**src/rtl/bez_pkg.sv**
```systemverilog
// Shared types and constants for the cubic Bezier point generator.
// Used by every module of the block; depends on nothing else.
package bez_pkg;

    // Field and datapath widths.
    localparam int SEG_W      = 6;
    localparam int COORD_W    = 16;
    localparam int WGT_W      = 17;
    localparam int QUO_W      = 17;
    localparam int OPND_W     = 18;
    localparam int PROD_W     = 36;
    localparam int ACC_W      = 36;
    localparam int ADDR_W     = 5;
    localparam int DATA_W     = 32;
    localparam int FIFO_DEPTH = 2;
    localparam int PTR_W      = $clog2(FIFO_DEPTH);

    // Largest segment count that the input field can carry.
    localparam int MAX_SEGMENTS = 63;

    // One in Q1.16.
    localparam logic [WGT_W-1:0] ONE_Q16 = 17'h10000;

    // Control point register indexes, at byte address 4*index.
    typedef enum logic [2:0] {
        REG_P0_X = 3'd0,
        REG_P0_Y = 3'd1,
        REG_P1_X = 3'd2,
        REG_P1_Y = 3'd3,
        REG_P2_X = 3'd4,
        REG_P2_Y = 3'd5,
        REG_P3_X = 3'd6,
        REG_P3_Y = 3'd7
    } reg_idx_e;

    // Reset values of the control points, signed Q11.4.
    localparam logic [COORD_W-1:0] P0_X_RST = 16'd320;
    localparam logic [COORD_W-1:0] P0_Y_RST = 16'd1600;
    localparam logic [COORD_W-1:0] P1_X_RST = 16'd480;
    localparam logic [COORD_W-1:0] P1_Y_RST = 16'd1760;
    localparam logic [COORD_W-1:0] P2_X_RST = 16'd800;
    localparam logic [COORD_W-1:0] P2_Y_RST = 16'd1440;
    localparam logic [COORD_W-1:0] P3_X_RST = 16'd960;
    localparam logic [COORD_W-1:0] P3_Y_RST = 16'd1600;

    // A prepared request: segment count plus the parameter step 65536/S
    // split into quotient and remainder.
    typedef struct packed {
        logic [SEG_W-1:0] segs;
        logic [QUO_W-1:0] q_step;
        logic [SEG_W-1:0] r_step;
    } job_t;

    // The four control points as two's complement words.
    typedef struct packed {
        logic [COORD_W-1:0] p0_x;
        logic [COORD_W-1:0] p0_y;
        logic [COORD_W-1:0] p1_x;
        logic [COORD_W-1:0] p1_y;
        logic [COORD_W-1:0] p2_x;
        logic [COORD_W-1:0] p2_y;
        logic [COORD_W-1:0] p3_x;
        logic [COORD_W-1:0] p3_y;
    } ctrl_pts_t;

    // Queue status seen by both sides.
    typedef struct packed {
        logic full;
        logic empty;
    } fifo_stat_t;

endpackage

```
**src/rtl/bez_fifo.sv**
```systemverilog
// Two-entry job queue between the request front end and the point engine.
// Depends on bez_pkg for the job type and queue depth.
module bez_fifo (
    input  logic               clk,
    input  logic               rst_n,
    input  logic               push,
    input  bez_pkg::job_t      wr_data,
    input  logic               pop,
    output bez_pkg::job_t      rd_data,
    output bez_pkg::fifo_stat_t stat
);
    import bez_pkg::*;

    job_t             mem_reg [FIFO_DEPTH];
    logic [PTR_W-1:0] wr_ptr_reg;
    logic [PTR_W-1:0] rd_ptr_reg;
    logic [PTR_W:0]   count_reg;

    assign stat.full  = (count_reg == (PTR_W+1)'(FIFO_DEPTH));
    assign stat.empty = (count_reg == '0);
    assign rd_data    = mem_reg[rd_ptr_reg];

    // Pointers and fill count.
    always_ff @(posedge clk or negedge rst_n)
    begin
        if (!rst_n)
        begin
            wr_ptr_reg <= '0;
            rd_ptr_reg <= '0;
            count_reg  <= '0;
        end
        else
        begin
            if (push)
            begin
                wr_ptr_reg <= wr_ptr_reg + 1'b1;
            end
            if (pop)
            begin
                rd_ptr_reg <= rd_ptr_reg + 1'b1;
            end
            if (push && !pop)
            begin
                count_reg <= count_reg + 1'b1;
            end
            else if (pop && !push)
            begin
                count_reg <= count_reg - 1'b1;
            end
        end
    end

    // Entry storage.
    always_ff @(posedge clk)
    begin
        if (push)
        begin
            mem_reg[wr_ptr_reg] <= wr_data;
        end
    end

endmodule

```
**src/rtl/bez_front.sv**
```systemverilog
// Request front end: takes segment counts, drops empty requests and works
// out 65536/S bit by bit before queueing the job. Depends on bez_pkg.
module bez_front (
    input  logic                       clk,
    input  logic                       rst_n,
    input  logic                       in_valid,
    output logic                       in_ready,
    input  logic [bez_pkg::SEG_W-1:0]  segments,
    input  bez_pkg::fifo_stat_t        fstat,
    output logic                       push,
    output bez_pkg::job_t              job
);
    import bez_pkg::*;

    typedef enum logic [1:0] {
        FS_IDLE,
        FS_DIV,
        FS_PUSH
    } fstate_e;

    localparam logic [4:0] DIV_LAST = 5'(QUO_W - 1);

    fstate_e          state_reg, state_next;
    logic [SEG_W-1:0] seg_reg, seg_next;
    logic [SEG_W-1:0] rem_reg, rem_next;
    logic [QUO_W-1:0] quo_reg, quo_next;
    logic [4:0]       cnt_reg, cnt_next;
    logic [SEG_W:0]   trial;
    logic [SEG_W:0]   diff;
    logic             fits;

    assign in_ready = (state_reg == FS_IDLE);
    assign push     = (state_reg == FS_PUSH) && !fstat.full;
    assign job      = '{segs: seg_reg, q_step: quo_reg, r_step: rem_reg};

    // One restoring division step: the dividend is 1 followed by sixteen zeros.
    assign trial = {rem_reg, (cnt_reg == DIV_LAST)};
    assign diff  = trial - {1'b0, seg_reg};
    assign fits  = (trial >= {1'b0, seg_reg});

    // Next-state logic.
    always_comb
    begin
        state_next = state_reg;
        seg_next   = seg_reg;
        rem_next   = rem_reg;
        quo_next   = quo_reg;
        cnt_next   = cnt_reg;
        unique case (state_reg)
            FS_IDLE:
            begin
                // A zero count is taken and produces nothing.
                if (in_valid && (segments != '0))
                begin
                    seg_next   = segments;
                    rem_next   = '0;
                    quo_next   = '0;
                    cnt_next   = DIV_LAST;
                    state_next = FS_DIV;
                end
            end
            FS_DIV:
            begin
                rem_next = fits ? diff[SEG_W-1:0] : trial[SEG_W-1:0];
                quo_next = {quo_reg[QUO_W-2:0], fits};
                if (cnt_reg == '0)
                begin
                    state_next = FS_PUSH;
                end
                else
                begin
                    cnt_next = cnt_reg - 1'b1;
                end
            end
            FS_PUSH:
            begin
                if (!fstat.full)
                begin
                    state_next = FS_IDLE;
                end
            end
            default:
            begin
                state_next = FS_IDLE;
            end
        endcase
    end

    // State register.
    always_ff @(posedge clk or negedge rst_n)
    begin
        if (!rst_n)
        begin
            state_reg <= FS_IDLE;
        end
        else
        begin
            state_reg <= state_next;
        end
    end

    // Division datapath registers.
    always_ff @(posedge clk)
    begin
        seg_reg <= seg_next;
        rem_reg <= rem_next;
        quo_reg <= quo_next;
        cnt_reg <= cnt_next;
    end

endmodule

```
**src/rtl/bez_engine.sv**
```systemverilog
// Point engine: walks k = 0..S for one queued job, forms the Bernstein
// weights and both coordinates on one shared multiplier. Depends on bez_pkg.
module bez_engine (
    input  logic                         clk,
    input  logic                         rst_n,
    input  bez_pkg::ctrl_pts_t           pts,
    input  bez_pkg::job_t                job,
    input  bez_pkg::fifo_stat_t          fstat,
    output logic                         pop,
    output logic                         out_valid,
    input  logic                         out_ready,
    output logic [bez_pkg::COORD_W-1:0]  curve_x,
    output logic [bez_pkg::COORD_W-1:0]  curve_y,
    output logic [bez_pkg::SEG_W-1:0]    point_index,
    output logic                         last
);
    import bez_pkg::*;

    typedef enum logic [1:0] {
        ST_IDLE,
        ST_CALC,
        ST_EMIT
    } estate_e;

    // Multiplier schedule for one point, one product per cycle.
    typedef enum logic [3:0] {
        OP_UU,
        OP_VV,
        OP_UUU,
        OP_VVV,
        OP_UVV,
        OP_UUV,
        OP_X0,
        OP_Y0,
        OP_X3,
        OP_Y3,
        OP_X1,
        OP_Y1,
        OP_X2,
        OP_Y2,
        OP_DRAIN
    } op_e;

    localparam int SHR_W = ACC_W - 16;
    localparam logic signed [SHR_W-1:0] SAT_MAX = SHR_W'(32767);
    localparam logic signed [SHR_W-1:0] SAT_MIN = -SHR_W'(32768);

    estate_e            state_reg, state_next;
    op_e                op_reg, op_next;
    op_e                wb_op_reg;
    logic               wb_vld_reg;
    logic [SEG_W-1:0]   seg_reg, seg_next;
    logic [QUO_W-1:0]   qs_reg, qs_next;
    logic [SEG_W-1:0]   rs_reg, rs_next;
    logic [SEG_W-1:0]   k_reg, k_next;
    logic [WGT_W-1:0]   u_reg, u_next;
    logic [SEG_W-1:0]   r_reg, r_next;
    logic [WGT_W-1:0]   u2_reg, v2_reg, u3_reg, v3_reg, w1_reg, w2_reg;
    logic signed [PROD_W-1:0] prod_reg;
    logic signed [ACC_W-1:0]  accx_reg, accy_reg;
    logic               acc_clr;
    logic               out_load;
    logic               outv_reg, outv_next;
    logic [COORD_W-1:0] cx_reg, cy_reg;
    logic [SEG_W-1:0]   idx_reg;
    logic               last_reg;

    logic [WGT_W-1:0]         v_val;
    logic signed [OPND_W-1:0] mul_a;
    logic [WGT_W-1:0]         mul_b;
    logic signed [PROD_W-1:0] mul_p;
    logic [WGT_W-1:0]         wgt;
    logic [WGT_W:0]           wgt3;
    logic [SEG_W:0]           r_sum;
    logic                     carry;
    logic signed [SHR_W-1:0]  shx, shy;
    logic [COORD_W-1:0]       satx, saty;
    logic                     is_last;

    function automatic logic signed [OPND_W-1:0] sx(input logic [COORD_W-1:0] p);
        return {{(OPND_W-COORD_W){p[COORD_W-1]}}, p};
    endfunction

    function automatic logic signed [OPND_W-1:0] zx(input logic [WGT_W-1:0] w);
        return {{(OPND_W-WGT_W){1'b0}}, w};
    endfunction

    function automatic logic [COORD_W-1:0] sat(input logic signed [SHR_W-1:0] s);
        logic [COORD_W-1:0] r;
        if (s > SAT_MAX)
        begin
            r = SAT_MAX[COORD_W-1:0];
        end
        else if (s < SAT_MIN)
        begin
            r = SAT_MIN[COORD_W-1:0];
        end
        else
        begin
            r = s[COORD_W-1:0];
        end
        return r;
    endfunction

    assign v_val       = ONE_Q16 - u_reg;
    assign pop         = (state_reg == ST_IDLE) && !fstat.empty;
    assign out_valid   = outv_reg;
    assign curve_x     = cx_reg;
    assign curve_y     = cy_reg;
    assign point_index = idx_reg;
    assign last        = last_reg;

    // Operand selection for the shared multiplier.
    always_comb
    begin
        mul_a = '0;
        mul_b = '0;
        case (op_reg)
            OP_UU:    begin mul_a = zx(u_reg);   mul_b = u_reg;  end
            OP_VV:    begin mul_a = zx(v_val);   mul_b = v_val;  end
            OP_UUU:   begin mul_a = zx(u2_reg);  mul_b = u_reg;  end
            OP_VVV:   begin mul_a = zx(v2_reg);  mul_b = v_val;  end
            OP_UVV:   begin mul_a = zx(u_reg);   mul_b = v2_reg; end
            OP_UUV:   begin mul_a = zx(u2_reg);  mul_b = v_val;  end
            OP_X0:    begin mul_a = sx(pts.p0_x); mul_b = v3_reg; end
            OP_Y0:    begin mul_a = sx(pts.p0_y); mul_b = v3_reg; end
            OP_X3:    begin mul_a = sx(pts.p3_x); mul_b = u3_reg; end
            OP_Y3:    begin mul_a = sx(pts.p3_y); mul_b = u3_reg; end
            OP_X1:    begin mul_a = sx(pts.p1_x); mul_b = w1_reg; end
            OP_Y1:    begin mul_a = sx(pts.p1_y); mul_b = w1_reg; end
            OP_X2:    begin mul_a = sx(pts.p2_x); mul_b = w2_reg; end
            OP_Y2:    begin mul_a = sx(pts.p2_y); mul_b = w2_reg; end
            default:  begin mul_a = '0;          mul_b = '0;     end
        endcase
    end

    assign mul_p = mul_a * zx(mul_b);

    // Truncated weight from the registered product, and three times it.
    assign wgt  = prod_reg[WGT_W+15:16];
    assign wgt3 = {1'b0, wgt} + {wgt, 1'b0};

    // Next parameter value: u advances by q_step plus a carry from the
    // running remainder, which stays below twice S.
    assign r_sum = {1'b0, r_reg} + {1'b0, rs_reg};
    assign carry = (r_sum >= {1'b0, seg_reg});

    // Floor shift by sixteen and saturation of both sums.
    assign shx     = accx_reg[ACC_W-1:16];
    assign shy     = accy_reg[ACC_W-1:16];
    assign satx    = sat(shx);
    assign saty    = sat(shy);
    assign is_last = (k_reg == seg_reg);

    // Sequencer next-state logic.
    always_comb
    begin
        state_next = state_reg;
        op_next    = op_reg;
        seg_next   = seg_reg;
        qs_next    = qs_reg;
        rs_next    = rs_reg;
        k_next     = k_reg;
        u_next     = u_reg;
        r_next     = r_reg;
        acc_clr    = 1'b0;
        out_load   = 1'b0;
        outv_next  = outv_reg && !out_ready;
        unique case (state_reg)
            ST_IDLE:
            begin
                if (!fstat.empty)
                begin
                    seg_next   = job.segs;
                    qs_next    = job.q_step;
                    rs_next    = job.r_step;
                    k_next     = '0;
                    u_next     = '0;
                    r_next     = '0;
                    op_next    = OP_UU;
                    acc_clr    = 1'b1;
                    state_next = ST_CALC;
                end
            end
            ST_CALC:
            begin
                if (op_reg == OP_DRAIN)
                begin
                    state_next = ST_EMIT;
                end
                else
                begin
                    op_next = op_e'(op_reg + 1'b1);
                end
            end
            ST_EMIT:
            begin
                if (!outv_reg || out_ready)
                begin
                    out_load  = 1'b1;
                    outv_next = 1'b1;
                    if (is_last)
                    begin
                        state_next = ST_IDLE;
                    end
                    else
                    begin
                        k_next     = k_reg + 1'b1;
                        r_next     = carry ? SEG_W'(r_sum - {1'b0, seg_reg})
                                           : r_sum[SEG_W-1:0];
                        u_next     = u_reg + qs_reg + {{(WGT_W-1){1'b0}}, carry};
                        op_next    = OP_UU;
                        acc_clr    = 1'b1;
                        state_next = ST_CALC;
                    end
                end
            end
            default:
            begin
                state_next = ST_IDLE;
            end
        endcase
    end

    // Control state and output valid.
    always_ff @(posedge clk or negedge rst_n)
    begin
        if (!rst_n)
        begin
            state_reg  <= ST_IDLE;
            op_reg     <= OP_DRAIN;
            wb_vld_reg <= 1'b0;
            outv_reg   <= 1'b0;
        end
        else
        begin
            state_reg  <= state_next;
            op_reg     <= op_next;
            wb_vld_reg <= (state_reg == ST_CALC) && (op_reg != OP_DRAIN);
            outv_reg   <= outv_next;
        end
    end

    // Datapath registers: product, weights, sums and job bookkeeping.
    always_ff @(posedge clk)
    begin
        seg_reg   <= seg_next;
        qs_reg    <= qs_next;
        rs_reg    <= rs_next;
        k_reg     <= k_next;
        u_reg     <= u_next;
        r_reg     <= r_next;
        prod_reg  <= mul_p;
        wb_op_reg <= op_reg;
        if (acc_clr)
        begin
            accx_reg <= '0;
            accy_reg <= '0;
        end
        else if (wb_vld_reg)
        begin
            case (wb_op_reg) inside
                OP_UU:  u2_reg <= wgt;
                OP_VV:  v2_reg <= wgt;
                OP_UUU: u3_reg <= wgt;
                OP_VVV: v3_reg <= wgt;
                OP_UVV: w1_reg <= wgt3[WGT_W-1:0];
                OP_UUV: w2_reg <= wgt3[WGT_W-1:0];
                OP_X0, OP_X3, OP_X1, OP_X2:
                    accx_reg <= accx_reg + prod_reg;
                OP_Y0, OP_Y3, OP_Y1, OP_Y2:
                    accy_reg <= accy_reg + prod_reg;
                default:
                begin
                end
            endcase
        end
        if (out_load)
        begin
            cx_reg   <= satx;
            cy_reg   <= saty;
            idx_reg  <= k_reg;
            last_reg <= is_last;
        end
    end

endmodule

```
**src/rtl/cubic_bezier_point_generator_top.sv**
```systemverilog
// Top level of the cubic Bezier point generator: control point registers,
// APB access, request front end, job queue and point engine. Uses bez_pkg.
//
// A request carrying a segment count S (1..63) yields S+1 curve points, one
// beat each, with the sample index and a last flag on the final beat; a count
// of zero is taken and yields nothing. Each point is formed in turn on the
// single 18x18 multiplier, which forms six weight products and eight coordinate
// products, and a request occupies the engine for its S+1 points plus a job
// fetch. The front end divides 65536 by S one quotient bit a cycle,
// overlapped with the previous request through a two-entry job queue. The
// user must write control points over APB only while the block is idle; the
// block itself does not enforce this. A result beat waiting on the output
// does not stop work on the next point until that point is ready to be shown.
module cubic_bezier_point_generator_top (
    input  logic                          clk,
    input  logic                          rst_n,
    input  logic                          psel,
    input  logic                          penable,
    input  logic                          pwrite,
    input  logic [bez_pkg::ADDR_W-1:0]    paddr,
    input  logic [bez_pkg::DATA_W-1:0]    pwdata,
    output logic [bez_pkg::DATA_W-1:0]    prdata,
    output logic                          pready,
    input  logic                          in_valid,
    output logic                          in_ready,
    input  logic [bez_pkg::SEG_W-1:0]     segments,
    output logic                          out_valid,
    input  logic                          out_ready,
    output logic [bez_pkg::COORD_W-1:0]   curve_x,
    output logic [bez_pkg::COORD_W-1:0]   curve_y,
    output logic [bez_pkg::SEG_W-1:0]     point_index,
    output logic                          last
);
    import bez_pkg::*;

    ctrl_pts_t  pts_reg;
    reg_idx_e   reg_idx;
    logic       cfg_wr;
    logic       push;
    logic       pop;
    job_t       wr_job;
    job_t       rd_job;
    fifo_stat_t fstat;

    assign pready  = 1'b1;
    assign reg_idx = reg_idx_e'(paddr[ADDR_W-1:2]);
    assign cfg_wr  = psel && penable && pwrite && pready;

    // Control point registers.
    always_ff @(posedge clk or negedge rst_n)
    begin
        if (!rst_n)
        begin
            pts_reg.p0_x <= P0_X_RST;
            pts_reg.p0_y <= P0_Y_RST;
            pts_reg.p1_x <= P1_X_RST;
            pts_reg.p1_y <= P1_Y_RST;
            pts_reg.p2_x <= P2_X_RST;
            pts_reg.p2_y <= P2_Y_RST;
            pts_reg.p3_x <= P3_X_RST;
            pts_reg.p3_y <= P3_Y_RST;
        end
        else if (cfg_wr)
        begin
            unique case (reg_idx)
                REG_P0_X: pts_reg.p0_x <= pwdata[COORD_W-1:0];
                REG_P0_Y: pts_reg.p0_y <= pwdata[COORD_W-1:0];
                REG_P1_X: pts_reg.p1_x <= pwdata[COORD_W-1:0];
                REG_P1_Y: pts_reg.p1_y <= pwdata[COORD_W-1:0];
                REG_P2_X: pts_reg.p2_x <= pwdata[COORD_W-1:0];
                REG_P2_Y: pts_reg.p2_y <= pwdata[COORD_W-1:0];
                REG_P3_X: pts_reg.p3_x <= pwdata[COORD_W-1:0];
                REG_P3_Y: pts_reg.p3_y <= pwdata[COORD_W-1:0];
                default:
                begin
                end
            endcase
        end
    end

    // Register read-back.
    always_comb
    begin
        prdata = '0;
        unique case (reg_idx)
            REG_P0_X: prdata = {{(DATA_W-COORD_W){1'b0}}, pts_reg.p0_x};
            REG_P0_Y: prdata = {{(DATA_W-COORD_W){1'b0}}, pts_reg.p0_y};
            REG_P1_X: prdata = {{(DATA_W-COORD_W){1'b0}}, pts_reg.p1_x};
            REG_P1_Y: prdata = {{(DATA_W-COORD_W){1'b0}}, pts_reg.p1_y};
            REG_P2_X: prdata = {{(DATA_W-COORD_W){1'b0}}, pts_reg.p2_x};
            REG_P2_Y: prdata = {{(DATA_W-COORD_W){1'b0}}, pts_reg.p2_y};
            REG_P3_X: prdata = {{(DATA_W-COORD_W){1'b0}}, pts_reg.p3_x};
            REG_P3_Y: prdata = {{(DATA_W-COORD_W){1'b0}}, pts_reg.p3_y};
            default:  prdata = '0;
        endcase
    end

    // Request front end.
    bez_front u_front (
        .clk      (clk),
        .rst_n    (rst_n),
        .in_valid (in_valid),
        .in_ready (in_ready),
        .segments (segments),
        .fstat    (fstat),
        .push     (push),
        .job      (wr_job)
    );

    // Job queue.
    bez_fifo u_fifo (
        .clk     (clk),
        .rst_n   (rst_n),
        .push    (push),
        .wr_data (wr_job),
        .pop     (pop),
        .rd_data (rd_job),
        .stat    (fstat)
    );

    // Point engine.
    bez_engine u_engine (
        .clk         (clk),
        .rst_n       (rst_n),
        .pts         (pts_reg),
        .job         (rd_job),
        .fstat       (fstat),
        .pop         (pop),
        .out_valid   (out_valid),
        .out_ready   (out_ready),
        .curve_x     (curve_x),
        .curve_y     (curve_y),
        .point_index (point_index),
        .last        (last)
    );

    // The front end never pushes into a full queue.
    a_no_overflow: assert property (@(posedge clk) disable iff (!rst_n)
        push |-> !fstat.full)
        else $error("job pushed into a full queue");

    // The engine never takes a job from an empty queue.
    a_no_underflow: assert property (@(posedge clk) disable iff (!rst_n)
        pop |-> !fstat.empty)
        else $error("job popped from an empty queue");

    // Every request has at least one segment, so its final beat is never index zero.
    a_last_nonzero: assert property (@(posedge clk) disable iff (!rst_n)
        (out_valid && last) |-> (point_index != '0))
        else $error("final beat carries index zero");

endmodule

```
**config.mk**
```make
export PLATFORM = sky130hd
export DESIGN_NAME = cubic_bezier_point_generator_top
export DESIGN_NICKNAME = d
export VERILOG_FILES = /design/src/rtl/bez_pkg.sv /design/src/rtl/bez_fifo.sv /design/src/rtl/bez_front.sv /design/src/rtl/bez_engine.sv /design/src/rtl/cubic_bezier_point_generator_top.sv
export SDC_FILE = /design/constraint.sdc
export NUM_CORES = 2
export LEC_CHECK = 0
export BUFFER_PORTS_ARGS = -buffer_cell sky130_fd_sc_hd__buf_2
export CAP_MARGIN = 40
export CELL_PAD_IN_SITES_DETAIL_PLACEMENT = 0
export CELL_PAD_IN_SITES_GLOBAL_PLACEMENT = 1
export CORE_ASPECT_RATIO = 1.5
export CORE_MARGIN = 2
export CORE_UTILIZATION = 30
export CTS_CLUSTER_SIZE = 14
export DETAILED_ROUTE_END_ITERATION = 16
export PLACE_DENSITY = 0.61
export SYNTH_ARGS = -nofsm -noshare
export SYNTH_HDL_FRONTEND = slang
export SYNTH_HIERARCHICAL = 1
export SYNTH_SLANG_ARGS = --single-unit
```
**constraint.sdc**
```tcl
create_clock -name clk -period 23.2 [get_ports clk]
set_clock_uncertainty 0.05 [all_clocks]
set_input_delay 0 -clock clk [delete_from_list [all_inputs] [get_ports clk]]
set_output_delay 0 -clock clk [all_outputs]
set_load 0.01 [all_outputs]
```
; Yosys cells after proc, flatten, opt, wreduce, memory -nomap -nowiden
; Memories as Yosys holds them, arrays and structs flattened. A register that Yosys moved wholly into a read port is not among the register bits.
; Index checks and enable logic that the tools add are counted.
[totals]
regBits = 458
mem_bits_rw = 58
out_inout_bits = 74
wordCells = 234
memories = 1
[memory_table]
columns = memory, depth, width, read_ports, rd_clocked_by_memory_dff, wr, line_no
row1 = u_fifo.mem_reg, 2, 29, 1, 1, 1, bez_fifo.sv:14  ; job_t mem_reg [FIFO_DEPTH];
[op_classes]
add_sub_neg = 16
mul = 1
magnitude_cmp = 6
n_eq_ne = 51
n_mux = 51
bitwise = 9
n_reduce_logical = 62
[ops]
columns = operator, n
row1 = $pmux W32 S8, 1
row2 = $pmux W18 S12, 1
row3 = $pmux W17 S7, 1
row4 = $add A36 B36 Y36, 2
row5 = $mux W17, 4
row6 = $pmux W17 S2, 2
row7 = $eq A4 B4 Y1 const B, 13
row8 = $mux W6, 8
row9 = $gt A20 B16 Y1 const B, 2
row10 = $lt A20 B16 Y1 const B, 2
row11 = $mul A18 B18 Y36, 1
row12 = $pmux W6 S2, 3
row13 = $add A17 B17 Y17, 2
row14 = $eq A4 B3 Y1 const B, 8
row15 = $mux W16, 2
row16 = $reduce_and A2 Y1, 11
row17 = $add A17 B1 Y17, 1
row18 = $sub A17 B17 Y17 const A, 1
row19 = $eq A4 B2 Y1 const B, 4
row20 = $mux W2, 8
row21 = $mux W4, 4
row22 = $reduce_and A8 Y1, 2
row23 = $ge A7 B6 Y1, 2
row24 = $reduce_or A2 Y1, 7
row25 = other kinds (44), 104

; Logic depth before layout (Yosys ltp)
[depth]
ltp_word = 7
mapped_depth = 35
depth_no_buf = 33

; Modules after synthesis
; The synthesis kept the hierarchy.
[modules_own_cells]
columns = module, n_inst, cells_per_inst, area_per_inst_um2
row1 = bez_engine, 1, 3023, 29044.1
row2 = cubic_bezier_point_generator_top, 1, 436, 6057.1
row3 = bez_fifo, 1, 106, 2397.3
row4 = bez_front, 1, 138, 1756.7

; Least setup slack after synthesis
; Ideal clock, no wire load.
[synth_path]
path_type = register to register
from = register u_engine.op_reg[1]
to = register u_engine.prod_reg[33]
arrival_ns = 7.589
required_ns = 23.078
path_slack_ns = 15.489
stages_incl_launch_ff = 33
path_buffers = 3
synth_period_minus_slack_ns = 7.711
cell_sequence = dfstp_2 inv_1 ha_1 and3_1 clkbuf_1 or2_2 clkbuf_1 a222oi_1 nand2_1 a21oi_2 buf_2 nor2_1 fa_1 inv_1 fa_1 fa_1 inv_1 fa_1 fa_1 inv_1 fa_1 inv_1 ha_1 and3_1 a22o_1 o21ai_1 nor2b_1 a31oi_1 o221ai_1 o31ai_1 a31o_2 a21oi_1 xnor2_1
[synth_via]
elab_chain_cells = 4
elab_cells_between_ends = 25
cone_classes = 1 x mul / 13 x eq/ne / 2 x mux / 9 x reduce/logical
[synth_rtl]
columns = item, line_no
row1 = start: declaration, bez_engine.sv:49  ; op_e op_reg, op_next;
row2 = start signal: assignment, bez_engine.sv:238  ; op_reg <= op_next;
row3 = $eq A4 B2 Y1 (tied with other cells), bez_engine.sv:118  ; case (op_reg)
row4 = $reduce_or A2 Y1 (no line) or $reduce_or A3 Y1 (tied branches), -
row5 = $pmux W18 S12 or $pmux W17 S7 (tied branches), bez_engine.sv:118
row6 = $mul A18 B18 Y36 (*), bez_engine.sv:137  ; assign mul_p = mul_a * zx(mul_b);
row7 = named net u_engine.mul_p[33], bez_engine.sv:71  ; logic signed [PROD_W-1:0] mul_p;
row8 = end signal: assignment, bez_engine.sv:253  ; prod_reg <= mul_p;
row9 = end: declaration, bez_engine.sv:59  ; logic signed [PROD_W-1:0] prod_reg;
; Mark *: on every way through the listed nets, which the timed path passes. The rest lies on a longest branch.
; A chain may end at the register's enable or synchronous reset.

; Worst setup path after layout
[layout_path]
from = register u_engine.op_reg[3]
to = register u_engine.prod_reg[33]
; Same word-level chain as after synthesis.

==> metrics <==
slew at the pin closest to its max-slew limit 0.9241 ns; die extent in y about 450 um; dominant cell type by area after synthesis edfxtp_1; post-synthesis to final-layout area growth 12.69%; top cells by area, synth edfxtp_1 (22%), fa_1 (16%), dfrtp_1 (7.1%); CTS root buf clkbuf_16; max-cap violation count 0; number of port buffers between 80 and 90; final period utilization 0.4139; Setup crit end kind flip-flop; proportion of netlist area held by the largest area contributor 0.2226; placeable core region 129900 um2; placer congestion estimate about 0.85; share of flip-flops with an asynchronous set or reset after synthesis 0.2606; cell count after synthesis between 3000 and 4000; antenna viol nets, final 0; initial core utilization 0.3021; count of synthesis-stage warnings from yosys 6; arrival time of the worst setup path ~10 ns; post-detail-place hpwl 87.53 mm; final sum of negative setup slack 0 ns; endpoints failing setup 0; Post-layout nets between 4000 and 5000; number of fill cells about 13000; largest net degree at the start of global routing a little over 60; post-DR vias/cell a little under 5; clock transition at the register clock pins on the worst setup and hold paths after CTS approximately 0.060 ns; launch point of the critical path u_engine/op_reg[3]; worst min path class primary input to flip-flop; origin of the critical flop-to-flop path u_engine/op_reg[3]; number of storage elements in the synthesis netlist between 500 and 600; commonest cells after routing, fill and taps aside inv_1 (449), nand2_1 (380), fa_1 (319), edfxtp_1 (291), nor2_1 (277); cell type with the highest occurrence count on the critical path fa_1; post-synthesis instance area 39260 um2; horizontal die dimension 299.4 um; mean area per synthesized cell around 11 um2; overall overflow remaining after global route 0; primary flip-flop cell chosen by synthesis mapping edfxtp_1; CTS tree built; Netlist cell types roughly 110; relative max-transition margin 0.3839; number of enable-type register cells in the synthesized netlist 291; delay contributed by the slowest stage of the critical path roughly 0.63 ns; area enclosed by the die boundary 133800 um2; share of cells above drive strength 1 0.1372; count of routing violations after the opening detailed-route iteration 1654; final routed wirelength across all metal layers between 100 and 150 mm; first drt pass iteration count 8; overall routing resource usage 0.1786; top-level I/O count between 100 and 150; run status complete, no violations; required time of the critical path 23.66 ns; multi-input gate area in the final layout 22350 um2; Hold Vio Cnt, Final 0; max-slew violation count 0; remaining design rule violation count 0; H-tree lvl count 2; delay-heaviest family, CP adder cells; sequential-to-total area share from yosys stat 0.3712; Std-Cell Rows 162; startpoint types flip-flop; crit path time final a little under 10 ns; buffers and inverters on the worst path 6; type of the setup path with the least slack flip-flop to flip-flop; via count of the first global-routing pass slightly below 30000; most common library cell in the layout ignoring fill and taps inv_1; highest net fanout along the worst path 13; Gates resized, CTS repair 0; Max Root-Sink Buffers 3; number of antenna violations at the first check in global routing 1; startpoint of the most critical hold path pwdata[14]; number of clock sinks 545; first-pass GRT wire length 181.7 mm; routed len/inst approximately 21 um; number of flip-flops in the largest register 128; maximum operating frequency between 100 and 150 MHz; worst skew pair latency between 0.6 and 0.7 ns; Post CTS Setup Buffer Count 0; area of all sequential standard cells ~15000 um2; unrepaired setup endpoints after global routing false; number of buffers created by CTS 55; Vias around 28000; Critical Path Slowest Stage Cell dfstp_2
[routing by layer]
layer	global-route usage	vias to the layer above	routed length [um]
met4	0.07794	0	5523
li1	-	12940	-
met2	0.3355	545	62660
met3	0.01646	188	3871
met1	0.2041	13913	46190
met5	0	-	0
[layout make-up]
| cell class | instances | area share |
|---|---|---|
| Timing Repair Buffer | 211 | 0.03694 |
| Clock buffer | 84 | 0.03702 |
| Multi-Input combinational cell | 2561 | 0.5053 |
| Clock inverter | 19 | 0.004214 |
| Sequential cell | 545 | 0.3295 |
| Antenna cell | 1 | 0.00005657 |
| Tap cell | 1722 | 0.04871 |
| Inverter | 451 | 0.03833 |
[synthesized netlist by cell type, types with 12 or more instances]
library cell and instances:
a211oi_1 25, a21o_1 67, a21oi_1 156, a221oi_1 23, a222oi_1 41, a22o_1 19, a22oi_1 40, a31oi_1 18
and2_1 41, and3_1 34, buf_2 40, buf_4 19, clkbuf_1 88, dfrtp_1 111, dfstp_2 31, dfxtp_1 112
edfxtp_1 291, fa_1 319, ha_1 218, inv_1 450, mux2_2 119, mux2_4 40, mux2i_1 51, nand2_1 380
nand2b_1 22, nand3_1 61, nand4_1 18, nor2_1 282, nor2b_1 25, nor3_1 35, o21a_1 42, o21ai_0 62
o21bai_1 15, o22a_1 15, o22ai_1 22, or3_1 12, xnor2_1 103, xor2_1 46
[through the flow]
| stage | hold slack [ns] | setup slack [ns] | cells | util | cell area, um2 |
|---|---|---|---|---|---|
| after global routing | 0.1963 | 13.18 | 5594 | 0.3405 | 44240 |
| after detailed placement | 0.01308 | 13.50 | 5454 | 0.3235 | 42030 |
| after CTS | 0.1369 | 13.43 | 5593 | 0.3405 | 44230 |
| final | 0.1802 | 13.60 | 5594 | 0.3405 | 44240 |
| after global placement | 0.01273 | 13.32 | 5438 | 0.3214 | 41760 |
| after floorplan | -0.3456 | 15.49 | 3718 | - | 39310 |
[tightest hold or removal path, delay by kind of cell]
kind     cells  cell delay (ns)
mux          1             0.16
buf+inv      2             0.69
[worst paths after layout]
check                                             end  slack, ns  cells after the start
min in group asynchronous                 pts_reg[39]       0.51                      3
worst min register to register  u_engine/wb_op_reg[1]       0.40                      0
worst min-delay path                     pts_reg[126]       0.18                      3
worst max register to register  u_engine/prod_reg[33]      13.60                     30
worst max-delay path            u_engine/prod_reg[33]      13.60                     30
max in group asynchronous                 pts_reg[53]      21.83                      5
[timing repair]
action	CTS	global route
hold buffers	36	0
hold endpoints to repair	225	0
setup endpoints to repair	0	0
[logic make-up after synthesis]
family | Yosys count | synth area share
muxes | 211 | 0.06273
buffers and inverters | 612 | 0.06257
DFF | 545 | 0.3712
other | 2 | 0.0001913
adders and majority gates | 537 | 0.2322
AOI/OAI and AO/OA | 666 | 0.1232
and+or+nand+nor | 981 | 0.1147
xor gates and xnor gates | 149 | 0.03324
Power is left out: the tool's default activity adds up to more than one toggle a clock period on the data nets, which glitch-free logic cannot reach.
